**src/rtl/qfd_pkg.sv**
```systemverilog
// ----------------------------------------------------------------------------
// qfd_pkg
// Shared types, widths and constants of the 3x3x3 quadratic fit core.
// ----------------------------------------------------------------------------
`default_nettype none

package qfd_pkg;

  localparam int SampleBits = 24;
  localparam int NumBits    = 32;
  localparam int CoefBits   = SampleBits + 2;
  localparam int MulBits    = 33;
  localparam int ProdBits   = 2 * MulBits;
  localparam int AccBits    = 96;
  localparam int CofBits    = 56;
  localparam int LoBits     = 27;
  localparam int NumTerms   = 9;
  localparam int RecipShift = 35;
  localparam int LastDiv    = NumTerms - 1;
  localparam int LastUop    = 13;
  localparam int DataBytes  = (6 * SampleBits + 3 * CoefBits + 7) / 8;

  typedef logic signed [NumBits-1:0]  num_t;
  typedef num_t                       num_arr_t [NumTerms];
  typedef logic signed [CoefBits-1:0] coef_t;
  typedef logic signed [CofBits-1:0]  cof_t;

  typedef enum logic [3:0] {
    SRC_UU = 4'd0, SRC_VV = 4'd1, SRC_WW = 4'd2,
    SRC_UV = 4'd3, SRC_UW = 4'd4, SRC_VW = 4'd5,
    SRC_C1H = 4'd6, SRC_C1L = 4'd7,
    SRC_C2H = 4'd8, SRC_C2L = 4'd9,
    SRC_C3H = 4'd10, SRC_C3L = 4'd11
  } src_e;

  typedef enum logic [2:0] {
    SAVE_NONE = 3'd0, SAVE_D2 = 3'd1, SAVE_COF1 = 3'd2,
    SAVE_COF2 = 3'd3, SAVE_COF3 = 3'd4
  } save_e;

  typedef struct packed {
    src_e  a_sel;
    src_e  b_sel;
    logic  clr;
    logic  sub;
    logic  shift;
    save_e save;
  } uop_t;

  // minors program: d2, three cofactors, then d3 from split cofactors
  function automatic uop_t det_uop(input logic [3:0] step);
    uop_t u;
    u = '{SRC_UU, SRC_VV, 1'b1, 1'b0, 1'b0, SAVE_NONE};
    unique case (step)
      4'd0:  u = '{SRC_UU,  SRC_VV, 1'b1, 1'b0, 1'b0, SAVE_NONE};
      4'd1:  u = '{SRC_UV,  SRC_UV, 1'b0, 1'b1, 1'b0, SAVE_D2};
      4'd2:  u = '{SRC_VV,  SRC_WW, 1'b1, 1'b0, 1'b0, SAVE_NONE};
      4'd3:  u = '{SRC_VW,  SRC_VW, 1'b0, 1'b1, 1'b0, SAVE_COF1};
      4'd4:  u = '{SRC_VW,  SRC_UW, 1'b1, 1'b0, 1'b0, SAVE_NONE};
      4'd5:  u = '{SRC_UV,  SRC_WW, 1'b0, 1'b1, 1'b0, SAVE_COF2};
      4'd6:  u = '{SRC_UV,  SRC_VW, 1'b1, 1'b0, 1'b0, SAVE_NONE};
      4'd7:  u = '{SRC_VV,  SRC_UW, 1'b0, 1'b1, 1'b0, SAVE_COF3};
      4'd8:  u = '{SRC_C1H, SRC_UU, 1'b1, 1'b0, 1'b1, SAVE_NONE};
      4'd9:  u = '{SRC_C1L, SRC_UU, 1'b0, 1'b0, 1'b0, SAVE_NONE};
      4'd10: u = '{SRC_C2H, SRC_UV, 1'b0, 1'b0, 1'b1, SAVE_NONE};
      4'd11: u = '{SRC_C2L, SRC_UV, 1'b0, 1'b0, 1'b0, SAVE_NONE};
      4'd12: u = '{SRC_C3H, SRC_UW, 1'b0, 1'b0, 1'b1, SAVE_NONE};
      4'd13: u = '{SRC_C3L, SRC_UW, 1'b0, 1'b0, 1'b0, SAVE_NONE};
      default: u = '{SRC_UU, SRC_VV, 1'b1, 1'b0, 1'b0, SAVE_NONE};
    endcase
    return u;
  endfunction

  // divisor class of a term: 18 for first, 9 for second, 12 for cross
  function automatic logic [4:0] term_div(input logic [3:0] idx);
    logic [4:0] d;
    case (idx) inside
      [4'd0:4'd2]: d = 5'd18;
      [4'd3:4'd5]: d = 5'd9;
      default:     d = 5'd12;
    endcase
    return d;
  endfunction

  // ceil(2^35 / d)
  function automatic logic [31:0] term_recip(input logic [3:0] idx);
    logic [31:0] m;
    case (idx) inside
      [4'd0:4'd2]: m = 32'd1908874354;
      [4'd3:4'd5]: m = 32'd3817748708;
      default:     m = 32'd2863311531;
    endcase
    return m;
  endfunction

endpackage

`default_nettype wire

```
**src/rtl/qfd_mul.sv**
```systemverilog
// ----------------------------------------------------------------------------
// qfd_mul
// Shared signed 33x33 multiplier with a registered product.
// ----------------------------------------------------------------------------
`default_nettype none

module qfd_mul (
  input  wire logic                                  clk_i,
  input  wire logic signed [qfd_pkg::MulBits-1:0]    a_i,
  input  wire logic signed [qfd_pkg::MulBits-1:0]    b_i,
  output      logic signed [qfd_pkg::ProdBits-1:0]   prod_o
);

  logic signed [qfd_pkg::ProdBits-1:0] prod_q;

  always_ff @(posedge clk_i) begin
    prod_q <= qfd_pkg::ProdBits'(a_i) * qfd_pkg::ProdBits'(b_i);
  end

  assign prod_o = prod_q;

endmodule

`default_nettype wire
```
**config.mk**
```make
export PLATFORM = sky130hd
export DESIGN_NAME = qfd_mul
export DESIGN_NICKNAME = d
export VERILOG_FILES = /design/src/rtl/qfd_pkg.sv /design/src/rtl/qfd_mul.sv
export SDC_FILE = /design/constraint.sdc
export NUM_CORES = 2
export LEC_CHECK = 0
export BUFFER_PORTS_ARGS = -buffer_cell sky130_fd_sc_hd__buf_2
export CORE_ASPECT_RATIO = 0.7
export CORE_MARGIN = 4
export CORE_UTILIZATION = 49
export DETAILED_ROUTE_END_ITERATION = 7
export PLACE_DENSITY = 0.71
export SYNTH_ARGS = -nofsm -noshare
export SYNTH_HDL_FRONTEND = slang
export SYNTH_SLANG_ARGS = --single-unit
```
**constraint.sdc**
```tcl
create_clock -name clk_i -period 12.6 [get_ports clk_i]
set_clock_uncertainty 0.15 [all_clocks]
set_input_delay 3.78 -clock clk_i [delete_from_list [all_inputs] [get_ports clk_i]]
set_output_delay 3.78 -clock clk_i [all_outputs]
set_load 0.05 [all_outputs]
```
# Word level (Yosys, flattened, before mapping)

Index checks and enable logic that the tools add are counted.
W data, S select, Z words.

Flip-flop bits (word level): 66
Input bits: 67
Output and inout bits: 66
Word-level logic and storage cells: 2

Multipliers: 1

Operators by type and width:

| operator         | number |
|---|---|
| $mul A33 B33 Y66 | 1 |

# Logic depth before layout (Yosys ltp)

Depth after elaboration: 1
Depth in mapped cells: 27
Depth with buffers taken out: 26

# Worst setup path before layout

Ideal clock, no wire load.

Path type: input port to flip-flop
Start: in a_i[32] (netlist name)
End: reg prod_q, in the netlist prod_o[62]
Library setup time: 0.079 ns
Arrival time: 10.937 ns
Required time: 12.371 ns
Setup slack: 1.434 ns
Stages on the path: 23
Buffers on the path: 2
Cell sequence: clkbuf_1 > nand2_1 > inv_1 > fa_1 > fa_1 > fa_1 > fa_1 > fa_1 > fa_1 > fa_1 > inv_1 > fa_1 > inv_1 > ha_1 > clkbuf_1 > and3_1 > nand3_1 > nand2b_1 > a2111oi_4 > a211oi_4 > a21o_2 > a21o_1 > a211oi_2

Longest elaborated chain between the ends: 1

RTL lines:

| element              | line          | RTL |
|---|---|---|
| start, declared      | qfd_mul.sv:9  | `input wire logic signed [qfd_pkg::MulBits-1:0] a_i,` |
| $mul A33 B33 Y66     | qfd_mul.sv:17 | `prod_q <= qfd_pkg::ProdBits'(a_i) * qfd_pkg::ProdBits'(b_i);` |
| end signal, assigned | qfd_mul.sv:17 |  |
| end, declared        | qfd_mul.sv:14 | `logic signed [qfd_pkg::ProdBits-1:0] prod_q;` |

Every way passes these cells.

# Final worst setup path

Start: in b_i[3] (netlist name)
End: reg prod_q, in the netlist prod_o[62]

Longest elaborated chain between the ends: 1

RTL lines:

| element          | line          | RTL |
|---|---|---|
| start, declared  | qfd_mul.sv:10 | `input wire logic signed [qfd_pkg::MulBits-1:0] b_i,` |
| $mul A33 B33 Y66 | qfd_mul.sv:17 |  |

Every way passes these cells.

==> summary.txt <==
Outcome
  • Run status: finished clean

STA
  • Number of setup violations in the final report: 0
  • Slew of the pin with the lowest slew margin: 1.131 ns
  • Final Max Tran Viols: 0
  • Final-report hold violation count: 0
  • Normalized max-slew margin: 24.37%
  • Min Clock Period, post-route: 11.61 ns
  • Maximum clock rate: 0.08616 GHz
  • Final clock period utilization by the worst path: 92.11%
  • Final setup TNS: 0 ns
  • Setup repair after global routing missed its margin: false

Min path
  • Path class of the lowest-slack min-delay path: primary input to register

Global routing
  • Total routing resource utilization after global routing: 26.96%
  • Most used routing layer in global routing: met1
  • First-pass GRT wire length: 182,600 µm
  • Pin count of the biggest net entering global routing: 34
  • Met1 track utilization from global routing: 41.89%
  • Overflow left after global routing: 0
  • Initial antenna violation count: 7
  • Met3 usage in global routing: 13.47%
  • Met2 usage: 33.74%
  • Via count of the first global-routing pass: 30,390

Drt
  • DRC violations left: 0
  • Iteration count of the initial detailed-routing pass: 7
  • Routed Antenna Nets: 0
  • Routed wire length per instance: 20.99 µm
  • Drt first-iter violations: 2,343
  • Total via count after detailed routing: 28,430
  • Detail-routed via count per cell: 5.290
  • Post-detailed-routing wire length: 112,800 µm

Synthesis
  • Async set-reset flop share out of synthesis: 0%
  • Number of synthesized flops with an enable pin: 0
  • Syn Area/Cell: 9.390 µm²
  • Syn Inst Count: 4,338
  • Count of synthesis-stage warnings from yosys: 0
  • Predominant post-synthesis flop cell: dfxtp_1
  • Number of different library cells in the post-synthesis netlist: 80
  • Cell Area, Synth: 0.04073 mm²
  • Synthesized netlist net count: 5,767
  • Sequential-to-total area share from yosys stat: 3.244%
  • Flip-flop and latch count after synthesis: 66

Worst setup path
  • Data arrival, critical path: 11.73 ns
  • Worst stage delay on the critical path: 0.89 ns
  • Crit Path Max Fanout: 33
  • Data required time of the worst path: 12.72 ns
  • Crit. End Element: register
  • Chain of cells forming the critical path: buf_2 > nand2_1 > inv_1 > fa_1 > fa_1 > fa_1 > inv_1 > fa_1 > fa_1 > fa_1 > fa_1 > fa_1 > inv_1 > ha_1 > and4_1 > nand3_1 > nand2b_1 > a2111oi_4 > a211oi_4 > a21o_2 > a21o_1 > a211oi_2
  • Category of the most critical setup path: primary input to register
  • Critical Path Source Type: primary input
  • Highest-delay cell along the critical path: fa_1
  • Critical path's most frequent cell: fa_1
  • Worst path buffer plus inverter count: 4
  • Worst path top cell family by delay: adder cells

Floorplan
  • Core box area: 0.08236 mm²
  • Ports: 133
  • Die extent in x: 352.6 µm
  • Vertical die dimension: 249.2 µm
  • Initial core utilization: 49.46%
  • Placement Rows: 88
  • Die ar.: 0.08788 mm²

Finish
  • Most used cells in the layout excluding fill and tap cells: 1,145 x fa_1, 1,131 x inv_1, 562 x and2_1
  • Growth of design area from synthesis to finish: 4.159%
  • Most frequent standard cell in the layout excluding fill and tap cells: fa_1
  • Nets: 5,714
  • Max reg flops: 66
  • Fill cells: 7,526
  • Ratio of cells with drive above 1 in the final layout: 4.895%
  • Area of the multi-input gates: 0.03432 mm²
  • Area used by sequential logic in the layout: 0.001321 mm²

Place
  • Number of input and output port buffers inserted: 132
  • Final weighted congestion of routability-driven global placement: 0.9282
  • Post-detail-place hpwl: 93,260 µm

Clocking
  • Root buf cell: clkbuf_16
  • Longest Clk Path Bufs: 2
  • Clock Sink Count: 66
  • H-tree depth: 3
  • Post-CTS sizing: 0
  • Clock tree from TritonCTS: yes
  • Postcts setup bufs: 0
  • Number of buffers created by CTS: 9
  • Hold buffers post-CTS: 0
  • Clk slew on worst S/H paths: 0.08 ns

Run
  • Max-Cap Viols: 0
==> layout make-up <==
| cell class | instances | share of cell area [%] |
|---|---|---|
| Multi-Input combinational cell | 2920 | 80.88 |
| Clock buffer | 9 | 0.5308 |
| Sequential cell | 66 | 3.114 |
| Clock inverter | 7 | 0.2536 |
| Inverter | 1131 | 10.01 |
| Tap cell | 1080 | 3.185 |
| Antenna cell | 5 | 0.02949 |
| Timing Repair Buffer | 157 | 1.999 |
==> layer usage <==
| metal | routed length (µm) | up-vias |
|---|---|---|
| met5 | 41 | - |
| met3 | 19310 | 117 |
| met2 | 41890 | 1637 |
| met1 | 49850 | 14450 |
| met4 | 1728 | 8 |
| li1 | - | 12220 |
==> final timing paths <==
kind / start / endpoint / slack [ns] / cells after the start
max: b_i[3] / prod_o[62] / 0.99 / 22
min: b_i[0] / prod_o[0] / 3.83 / 2
==> cell families (layout without fill, tap and decap cells) <==
kind of cell / Yosys count / after routing / share of synthesized area (%)
simple gates: 1271 / 1271 / 15.78
flops: 66 / 66 / 3.244
other cells: 0 / 5 / 0
xor+xnor: 68 / 68 / 1.462
buf+inv: 1352 / 1304 / 12.51
fa+ha+maj: 1362 / 1362 / 62.94
compound gates: 219 / 219 / 4.067
==> cells in the mapped netlist, drive strengths merged (6+ instances only) <==
cell / instances / share of area (%)
fa: 1145 / 56
inv: 1131 / 10
and2: 563 / 8.7
nand2: 551 / 5.1
ha: 217 / 6.7
clkbuf: 208 / 1.9
nor2: 68 / 0.63
dfxtp: 66 / 3.2
a21oi: 61 / 0.80
xnor2: 43 / 0.92
a21o: 38 / 0.71
o21ai: 33 / 0.42
nand3: 26 / 0.33
xor2: 25 / 0.54
buf: 13 / 0.17
nand2b: 12 / 0.18
nand4: 12 / 0.20
a211oi: 11 / 0.27
o21bai: 11 / 0.20
a31oi: 9 / 0.15
nor3: 7 / 0.086
o31ai: 7 / 0.25
a211o: 6 / 0.13
and3: 6 / 0.10
o21a: 6 / 0.11
==> per-stage QoR <==
step	area [µm²]	hold WS, ns	setup WS (ns)	utilization (%)	cells
final	42430	3.833	0.9943	51.52	5375
after global routing	42420	3.854	0.6640	51.50	5371
after floorplan	40730	3.757	1.434	-	4338
after CTS	42420	3.800	1.060	51.50	5370
after detailed placement	42080	4.099	0.6861	51.10	5354
after global placement	42080	4.099	0.8222	51.10	5354
Power is not shown: default switching activity piles up to over one toggle a cycle in this logic, so the estimate is an artifact.
