`config.mk`:
```
export PLATFORM = sky130hd
export DESIGN_NAME = qfd_accum
export DESIGN_NICKNAME = d
export VERILOG_FILES = /design/src/rtl/qfd_pkg.sv /design/src/rtl/qfd_accum.sv
export SDC_FILE = /design/constraint.sdc
export NUM_CORES = 1
export LEC_CHECK = 0
export ABC_AREA = 1
export BUFFER_PORTS_ARGS = -buffer_cell sky130_fd_sc_hd__buf_2
export CORE_UTILIZATION = 56
export DETAILED_ROUTE_END_ITERATION = 7
export PLACE_DENSITY = 0.89
export SLEW_MARGIN = 5
export SYNTH_ARGS = -nofsm -noshare
export SYNTH_HDL_FRONTEND = slang
export SYNTH_SLANG_ARGS = --single-unit
```
`constraint.sdc`:
```
create_clock -name clk_i -period 3 [get_ports clk_i]
set_input_delay 0.45 -clock clk_i [delete_from_list [all_inputs] [get_ports clk_i]]
set_output_delay 0.45 -clock clk_i [all_outputs]
set_load 0.02 [all_outputs]
```
`src/rtl/qfd_pkg.sv`:
```
// ----------------------------------------------------------------------------
// qfd_pkg
// Shared types, widths and constants of the 3x3x3 quadratic fit core.
// ----------------------------------------------------------------------------
`default_nettype none

package qfd_pkg;

  localparam int SampleBits = 24;
  localparam int NumBits    = 32;
  localparam int CoefBits   = SampleBits + 2;
  localparam int MulBits    = 33;
  localparam int ProdBits   = 2 * MulBits;
  localparam int AccBits    = 96;
  localparam int CofBits    = 56;
  localparam int LoBits     = 27;
  localparam int NumTerms   = 9;
  localparam int RecipShift = 35;
  localparam int LastDiv    = NumTerms - 1;
  localparam int LastUop    = 13;
  localparam int DataBytes  = (6 * SampleBits + 3 * CoefBits + 7) / 8;

  typedef logic signed [NumBits-1:0]  num_t;
  typedef num_t                       num_arr_t [NumTerms];
  typedef logic signed [CoefBits-1:0] coef_t;
  typedef logic signed [CofBits-1:0]  cof_t;

  typedef enum logic [3:0] {
    SRC_UU = 4'd0, SRC_VV = 4'd1, SRC_WW = 4'd2,
    SRC_UV = 4'd3, SRC_UW = 4'd4, SRC_VW = 4'd5,
    SRC_C1H = 4'd6, SRC_C1L = 4'd7,
    SRC_C2H = 4'd8, SRC_C2L = 4'd9,
    SRC_C3H = 4'd10, SRC_C3L = 4'd11
  } src_e;

  typedef enum logic [2:0] {
    SAVE_NONE = 3'd0, SAVE_D2 = 3'd1, SAVE_COF1 = 3'd2,
    SAVE_COF2 = 3'd3, SAVE_COF3 = 3'd4
  } save_e;

  typedef struct packed {
    src_e  a_sel;
    src_e  b_sel;
    logic  clr;
    logic  sub;
    logic  shift;
    save_e save;
  } uop_t;

  // minors program: d2, three cofactors, then d3 from split cofactors
  function automatic uop_t det_uop(input logic [3:0] step);
    uop_t u;
    u = '{SRC_UU, SRC_VV, 1'b1, 1'b0, 1'b0, SAVE_NONE};
    unique case (step)
      4'd0:  u = '{SRC_UU,  SRC_VV, 1'b1, 1'b0, 1'b0, SAVE_NONE};
      4'd1:  u = '{SRC_UV,  SRC_UV, 1'b0, 1'b1, 1'b0, SAVE_D2};
      4'd2:  u = '{SRC_VV,  SRC_WW, 1'b1, 1'b0, 1'b0, SAVE_NONE};
      4'd3:  u = '{SRC_VW,  SRC_VW, 1'b0, 1'b1, 1'b0, SAVE_COF1};
      4'd4:  u = '{SRC_VW,  SRC_UW, 1'b1, 1'b0, 1'b0, SAVE_NONE};
      4'd5:  u = '{SRC_UV,  SRC_WW, 1'b0, 1'b1, 1'b0, SAVE_COF2};
      4'd6:  u = '{SRC_UV,  SRC_VW, 1'b1, 1'b0, 1'b0, SAVE_NONE};
      4'd7:  u = '{SRC_VV,  SRC_UW, 1'b0, 1'b1, 1'b0, SAVE_COF3};
      4'd8:  u = '{SRC_C1H, SRC_UU, 1'b1, 1'b0, 1'b1, SAVE_NONE};
      4'd9:  u = '{SRC_C1L, SRC_UU, 1'b0, 1'b0, 1'b0, SAVE_NONE};
      4'd10: u = '{SRC_C2H, SRC_UV, 1'b0, 1'b0, 1'b1, SAVE_NONE};
      4'd11: u = '{SRC_C2L, SRC_UV, 1'b0, 1'b0, 1'b0, SAVE_NONE};
      4'd12: u = '{SRC_C3H, SRC_UW, 1'b0, 1'b0, 1'b1, SAVE_NONE};
      4'd13: u = '{SRC_C3L, SRC_UW, 1'b0, 1'b0, 1'b0, SAVE_NONE};
      default: u = '{SRC_UU, SRC_VV, 1'b1, 1'b0, 1'b0, SAVE_NONE};
    endcase
    return u;
  endfunction

  // divisor class of a term: 18 for first, 9 for second, 12 for cross
  function automatic logic [4:0] term_div(input logic [3:0] idx);
    logic [4:0] d;
    case (idx) inside
      [4'd0:4'd2]: d = 5'd18;
      [4'd3:4'd5]: d = 5'd9;
      default:     d = 5'd12;
    endcase
    return d;
  endfunction

  // ceil(2^35 / d)
  function automatic logic [31:0] term_recip(input logic [3:0] idx);
    logic [31:0] m;
    case (idx) inside
      [4'd0:4'd2]: m = 32'd1908874354;
      [4'd3:4'd5]: m = 32'd3817748708;
      default:     m = 32'd2863311531;
    endcase
    return m;
  endfunction

endpackage

`default_nettype wire

```
`src/rtl/qfd_accum.sv`:
```
// ----------------------------------------------------------------------------
// qfd_accum
// Raster position counters and the nine weighted numerator accumulators.
// ----------------------------------------------------------------------------
`default_nettype none

module qfd_accum (
  input  wire logic                                 clk_i,
  input  wire logic                                 rst_ni,
  input  wire logic                                 en_i,
  input  wire logic signed [qfd_pkg::SampleBits-1:0] sample_i,
  output      logic                                 last_o,
  output      qfd_pkg::num_arr_t                    num_o
);

  logic [1:0] u_q, v_q, w_q;
  qfd_pkg::num_arr_t num_q;
  logic first;

  // weight -1/0/+1 for first differences
  function automatic logic signed [2:0] s_of(input logic [1:0] k);
    logic signed [2:0] r;
    case (k)
      2'd0:    r = -3'sd1;
      2'd2:    r = 3'sd1;
      default: r = 3'sd0;
    endcase
    return r;
  endfunction

  // weight +1/-2/+1 for second differences
  function automatic logic signed [2:0] t_of(input logic [1:0] k);
    logic signed [2:0] r;
    case (k)
      2'd1:    r = -3'sd2;
      default: r = 3'sd1;
    endcase
    return r;
  endfunction

  function automatic qfd_pkg::num_t weigh(input qfd_pkg::num_t x,
                                          input logic signed [2:0] wt);
    qfd_pkg::num_t r;
    case (wt)
      3'sd1:   r = x;
      -3'sd1:  r = -x;
      -3'sd2:  r = -(x <<< 1);
      default: r = '0;
    endcase
    return r;
  endfunction

  function automatic logic signed [2:0] s_pair(input logic [1:0] a, input logic [1:0] b);
    logic signed [2:0] r;
    if (a == 2'd1 || b == 2'd1) begin
      r = 3'sd0;
    end else if (a == b) begin
      r = 3'sd1;
    end else begin
      r = -3'sd1;
    end
    return r;
  endfunction

  assign first  = (u_q == 2'd0) && (v_q == 2'd0) && (w_q == 2'd0);
  assign last_o = (u_q == 2'd2) && (v_q == 2'd2) && (w_q == 2'd2);
  assign num_o  = num_q;

  always_ff @(posedge clk_i or negedge rst_ni) begin
    if (!rst_ni) begin
      u_q <= '0;
      v_q <= '0;
      w_q <= '0;
    end else if (en_i) begin
      if (w_q == 2'd2) begin
        w_q <= '0;
        if (v_q == 2'd2) begin
          v_q <= '0;
          u_q <= (u_q == 2'd2) ? 2'd0 : u_q + 2'd1;
        end else begin
          v_q <= v_q + 2'd1;
        end
      end else begin
        w_q <= w_q + 2'd1;
      end
    end
  end

  always_ff @(posedge clk_i) begin
    qfd_pkg::num_t x;
    logic signed [2:0] wt [qfd_pkg::NumTerms];
    x = qfd_pkg::NumBits'(sample_i);
    wt[0] = s_of(u_q);
    wt[1] = s_of(v_q);
    wt[2] = s_of(w_q);
    wt[3] = t_of(u_q);
    wt[4] = t_of(v_q);
    wt[5] = t_of(w_q);
    wt[6] = s_pair(u_q, v_q);
    wt[7] = s_pair(u_q, w_q);
    wt[8] = s_pair(v_q, w_q);
    if (en_i) begin
      for (int i = 0; i < qfd_pkg::NumTerms; i++) begin
        num_q[i] <= (first ? qfd_pkg::num_t'(0) : num_q[i]) + weigh(x, wt[i]);
      end
    end
  end

endmodule

`default_nettype wire

```
==> results.md, run 1 <==
* HPWL after DPL at 106000 µm
* Register area share after synthesis at 26.3%
* RePlAce Congestion at 1.10
* Mapped Nets at 5563
* Most frequent cells after synthesis: nand2_1, inv_1, nor2_1, a21oi_1, edfxtp_1
* Initial Util at 56.7%
* Cts bufs inserted at 39
* DIE HEIGHT at 246 µm
* H-tree Lvls at 2
* IO Count at 316
* Top FF cell, synth: edfxtp_1
* Seq cells post-synth at 294
* Post-GRT worst EP: num_o[28]$_DFFE_PP_/D
* Port-buffer cells at 315
* Result of the run: aborted with a tool error
* Distinct cells, synth at 46
* Largest net degree at the start of global routing at 67
* Site row count at 89
* Post-synth top area share at 25.8%
* Gr usage total at 65.3%
* Worst_ep kind: register data pin
* Top cells by area, synth: edfxtp_1, nand2_1, ha_1
* Failed at: global routing (5_1_grt)
* DP Worst Slack at -741 ps
* Mean Syn Cell Area at 6.38 µm²
* Async SR Flop Fraction at 2.04%
* Post-Syn Instances at 5247
* Post-synth EDFFs at 288
* Most common cell in the synthesized netlist: nand2_1
* Root buf cell: clkbuf_16
* Top cell type by total area after synthesis: edfxtp_1
* TritonCTS Sinks at 294
* Clock Path Buffers at 3
* Die width at 246 µm
* Synthesized area at 33500 µm²
* Grt ovf at 45
* Err: [ERROR GRT-0232] Routing congestion too high. Check the congestion heatmap in the GUI.
* Yosys warns at 0
[metrics by stage]
stage / cells / hold WS (ps) / setup TNS (ps) / area (µm²) / util, %
2_1_floorplan: 5247 / 154 / -482 / 33800 / -
3_3_place_gp: 7100 / 286 / -94050 / 42800 / 72.4
3_5_place_dp: 7100 / 290 / -116480 / 42800 / 72.4
4_1_cts: 7177 / 288 / -62.3 / 44600 / 75.5
[layer usage]
metal  GRT usage, %  overflow
met5           23.6         0
met4           58.9        12
met3           50.1         6
met2           82.4        25
met1           66.7         2
[logic make-up after synthesis]
| group | count (synthesis) | synth area share (%) |
|---|---|---|
| XOR/XNOR | 178 | 4.90 |
| flip-flops | 294 | 26.3 |
| buffers and inverters | 976 | 11.2 |
| adder cells (fa/ha/maj) | 289 | 11.0 |
| AO/OA/AOI/OAI | 726 | 12.2 |
| AND/OR/NAND/NOR | 2784 | 34.4 |
[timing repair]
action,4_1_cts
endpoints found under the setup margin,147
pin swaps,9
hold buffers,1
gates resized for setup,122
hold endpoints to repair,6
buffers inserted,7
==> run 2: changes to the inputs <==
--- a/config.mk
+++ b/config.mk
@@ -7,9 +7,9 @@
 export LEC_CHECK = 0
 export ABC_AREA = 1
 export BUFFER_PORTS_ARGS = -buffer_cell sky130_fd_sc_hd__buf_2
-export CORE_UTILIZATION = 56
+export CORE_UTILIZATION = 40
 export DETAILED_ROUTE_END_ITERATION = 7
-export PLACE_DENSITY = 0.89
+export PLACE_DENSITY_LB_ADDON = 0.15
 export SLEW_MARGIN = 5
 export SYNTH_ARGS = -nofsm -noshare
 export SYNTH_HDL_FRONTEND = slang
==> constraint.sdc (replaced) <==
create_clock -name clk_i -period 3.9 [get_ports clk_i]
set_input_delay 0.585 -clock clk_i [delete_from_list [all_inputs] [get_ports clk_i]]
set_output_delay 0.585 -clock clk_i [all_outputs]
set_load 0.02 [all_outputs]
==> results.md, run 2 <==
* Post-synth top area share at 25.8% (unchanged)
* Commonest non-fill, non-tap cell in the layout: nand2_1
* Mean Syn Cell Area at 6.38 µm² (unchanged)
* Synth Area in Simple Gates at 34.4% (unchanged)
* Clock-pin slew on the worst setup and hold paths at 60 ps
* Final setup viols at 0
* Utilization after layout at 47.3%
* Register area share after synthesis at 26.3% (unchanged)
* Post-synthesis xor/xnor area fraction at 4.90% (unchanged)
* Most frequent cells after synthesis: nand2_1, inv_1, nor2_1, a21oi_1, edfxtp_1
* Placed inst area at 37400 µm² (-12%)
* Share of layout cells above drive strength 1 at 11.7%
* Result of the run: finished clean
* TritonCTS clock tree: yes
* Crit path depth at 16
* Async SR Flop Fraction at 2.04% (unchanged)
* Post-Syn Instances at 5247 (unchanged)
* WP data arrival at 4010 ps
* Seq cells post-synth at 294 (unchanged)
* Crit-path most repeated cell: nand2_1
* Min cycle time layout at 3670 ps
* Worst r2r src: w_q[0]$_DFFE_PN0P_
* Vias in the first global route at 33222
* CP endpoint: num_o[31]$_DFFE_PP_
* Largest net degree at the start of global routing at 82
* Largest register FFs at 288
* DP Worst Slack at 29.1 ps (+770 ps)
* Clock Skew at 29.9 ps
* Worst setup EP type: flip-flop
* Rel. slew slack at 54.2%
* Fin area at 39000 µm²
* Synth Area in Compound Gates at 12.2% (unchanged)
* Grt ovf at 0
* Adder-cell share of the synthesized area at 11.0% (unchanged)
* Initial Util at 40.6% (-16 points)
* Proportion of synthesized area in mux cells at 0% (unchanged)
* Fin worst setup slack at 234 ps
* Final Hold Viols at 0
* Top FF cell, synth: edfxtp_1
* Buf/Inv on CP at 4
* Post-Route WL at 136000 µm
* Critical-path top delay cell: dfrtp_1
* Reg-to-Reg End: num_o[31]$_DFFE_PP_
* Initial antenna violation count at 9
* Remaining antenna violation count at 0
* Worst R2R Path Depth at 16
* HPWL after DPL at 110000 µm (+3.8%)
* Kind of critical path: reg2reg
* Drt pass-1 iters at 5
* IO Count at 316 (unchanged)
* Most common cell in the synthesized netlist: nand2_1
* Critical Path, Cell by Cell: xnor2_1, nand2_1, nor2_1, buf_4, inv_1, buf_4, o21ai_1, ha_1, nand2_1, inv_1, a21oi_1, nand2_1, a21oi_1, nand2_1, nand3_1, nand2_1
* Fmax at 273 MHz
* Clock Path Buffers at 3 (unchanged)
* Total negative setup slack at 0 ps
* Site row count at 105 (+18%)
* Top cell type by total area after synthesis: edfxtp_1
* DR WL/cell at 20.0 µm
* Die width at 291 µm (+18%)
* Critical path launch point: w_q[0]$_DFFE_PN0P_
* Hold Path Class: in2async
* Gr usage total at 31.1%
* TritonCTS Sinks at 294 (unchanged)
* Distinct cells, synth at 46 (unchanged)
* Tightest Pin Transition at 685 ps
* Worst R2R Setup Slack at 230 ps
* First-pass GRT wire length at 201000 µm
* RSZ-0062 raised after global routing: false
* DRC at 0
* CORE AREA at 82400 µm²
* DIE HEIGHT at 291 µm (+18%)
* Synthesized area at 33500 µm² (unchanged)
* Skew-Pair Late Insertion Delay at 600 ps
* Max-slew violations at 0
* Yosys warns at 0 (unchanged)
* Top cells by area, synth: edfxtp_1, nand2_1, ha_1
* Drt via density at 5.25
* Root buf cell: clkbuf_16
* Setup crit start kind: flip-flop
* H-tree Lvls at 2 (unchanged)
* RePlAce Congestion at 0.965 (-13%)
* Slowest stage delay, CP at 510 ps
* Post-CTS Setup Bufs at 0 (-7)
* Max-cap violations at 0
* Main combinational cell family by area after synthesis: simple AND/OR/NAND/NOR gates
* Iteration-0 DRC Markers at 3026
* Layout overhead on the synthesized area at 16.6%
* Required @ worst endpoint at 4240 ps
* Port-buffer cells at 315 (unchanged)
* Final Cycle Share at 94.0%
* Post-synth EDFFs at 288 (unchanged)
* Family with the most delay on the worst path: compound AO/OA/AOI/OAI gates
* Die area at 84800 µm²
* Final nets at 6007
* Worst-path fanout max at 11
* Most frequent cells in the layout: nand2_1, inv_1, nor2_1
* Mapped Nets at 5563 (unchanged)
* Cts bufs inserted at 43 (+10%)
* Vias at 35740
==> run 2: cell families after synthesis <==
| family | after synthesis |
|---|---|
| simple gates | 2784 |
| buf+inv | 976 |
| compound gates | 726 |
| flops | 294 |
| fa+ha+maj | 289 |
| xor+xnor | 178 |
==> run 2: worst min-delay path by stage <==
| stage | from | endpoint | slack (ps) | depth (start not counted) |
|---|---|---|---|---|
| 2_1_floorplan | rst_ni | u_q[0]$_DFFE_PN0P_ | 290 | 0 |
| 3_3_place_gp | rst_ni | u_q[0]$_DFFE_PN0P_ | 420 | 1 |
| 3_5_place_dp | rst_ni | u_q[0]$_DFFE_PN0P_ | 430 | 1 |
| 4_1_cts | rst_ni | u_q[0]$_DFFE_PN0P_ | 400 | 2 |
| 5_1_grt | rst_ni | u_q[1]$_DFFE_PN0P_ | 430 | 2 |
| 6_report | rst_ni | u_q[1]$_DFFE_PN0P_ | 430 | 2 |
==> run 2: worst register-to-register path, cell delays in order, from the launching register on <==
cell	delay (ps)
dfrtp_1	510
xnor2_1	290
nand2_1	70
nor2_1	130
buf_4	170
inv_1	180
buf_4	270
o21ai_1	500
ha_1	410
nand2_1	140
inv_1	50
a21oi_1	180
nand2_1	120
a21oi_1	140
nand2_1	110
nand3_1	100
nand2_1	50
==> run 2: stage by stage <==
step / std cells / hold slack, ps
5_1_grt: 6794 / 434
6_report: 6806 / 430
3_5_place_dp: 6715 / 427
4_1_cts: 6793 / 405
2_1_floorplan: 5247 / 289
3_3_place_gp: 6715 / 422
==> run 2: layout make-up <==
| type | count | area (µm²) |
|---|---|---|
| fill | 8807 | 43400 |
| multi-input combinational | 3977 | 21000 |
| clock inverter | 28 | 340 |
| sequential | 294 | 8800 |
| antenna | 13 | 32.5 |
| timing repair buffer | 486 | 3000 |
| clock buffer | 49 | 1180 |
| tap | 1070 | 1340 |
| inverter | 889 | 3340 |
==> run 2: timing repair <==
action / 4_1_cts / 5_1_grt
resized for setup: 0 / 1
hold endpoints to repair: 6 / 0
endpoints found under the setup margin: 0 / 1
hold buffers: 1 / 0
==> run 2: per-layer routing <==
metal | global-route usage [%] | vias up | part of all wire, %
met2 | 49.4 | 1272 | 44
met5 | 0 | - | 0.036
met4 | 8.81 | 8 | 2.9
li1 | - | 17823 | -
met1 | 43.4 | 16448 | 45
met3 | 4.93 | 189 | 7.8
Power of run 2 is left out: the tool's default activity adds up to more than one toggle a clock period on the data nets, which glitch-free logic cannot reach.
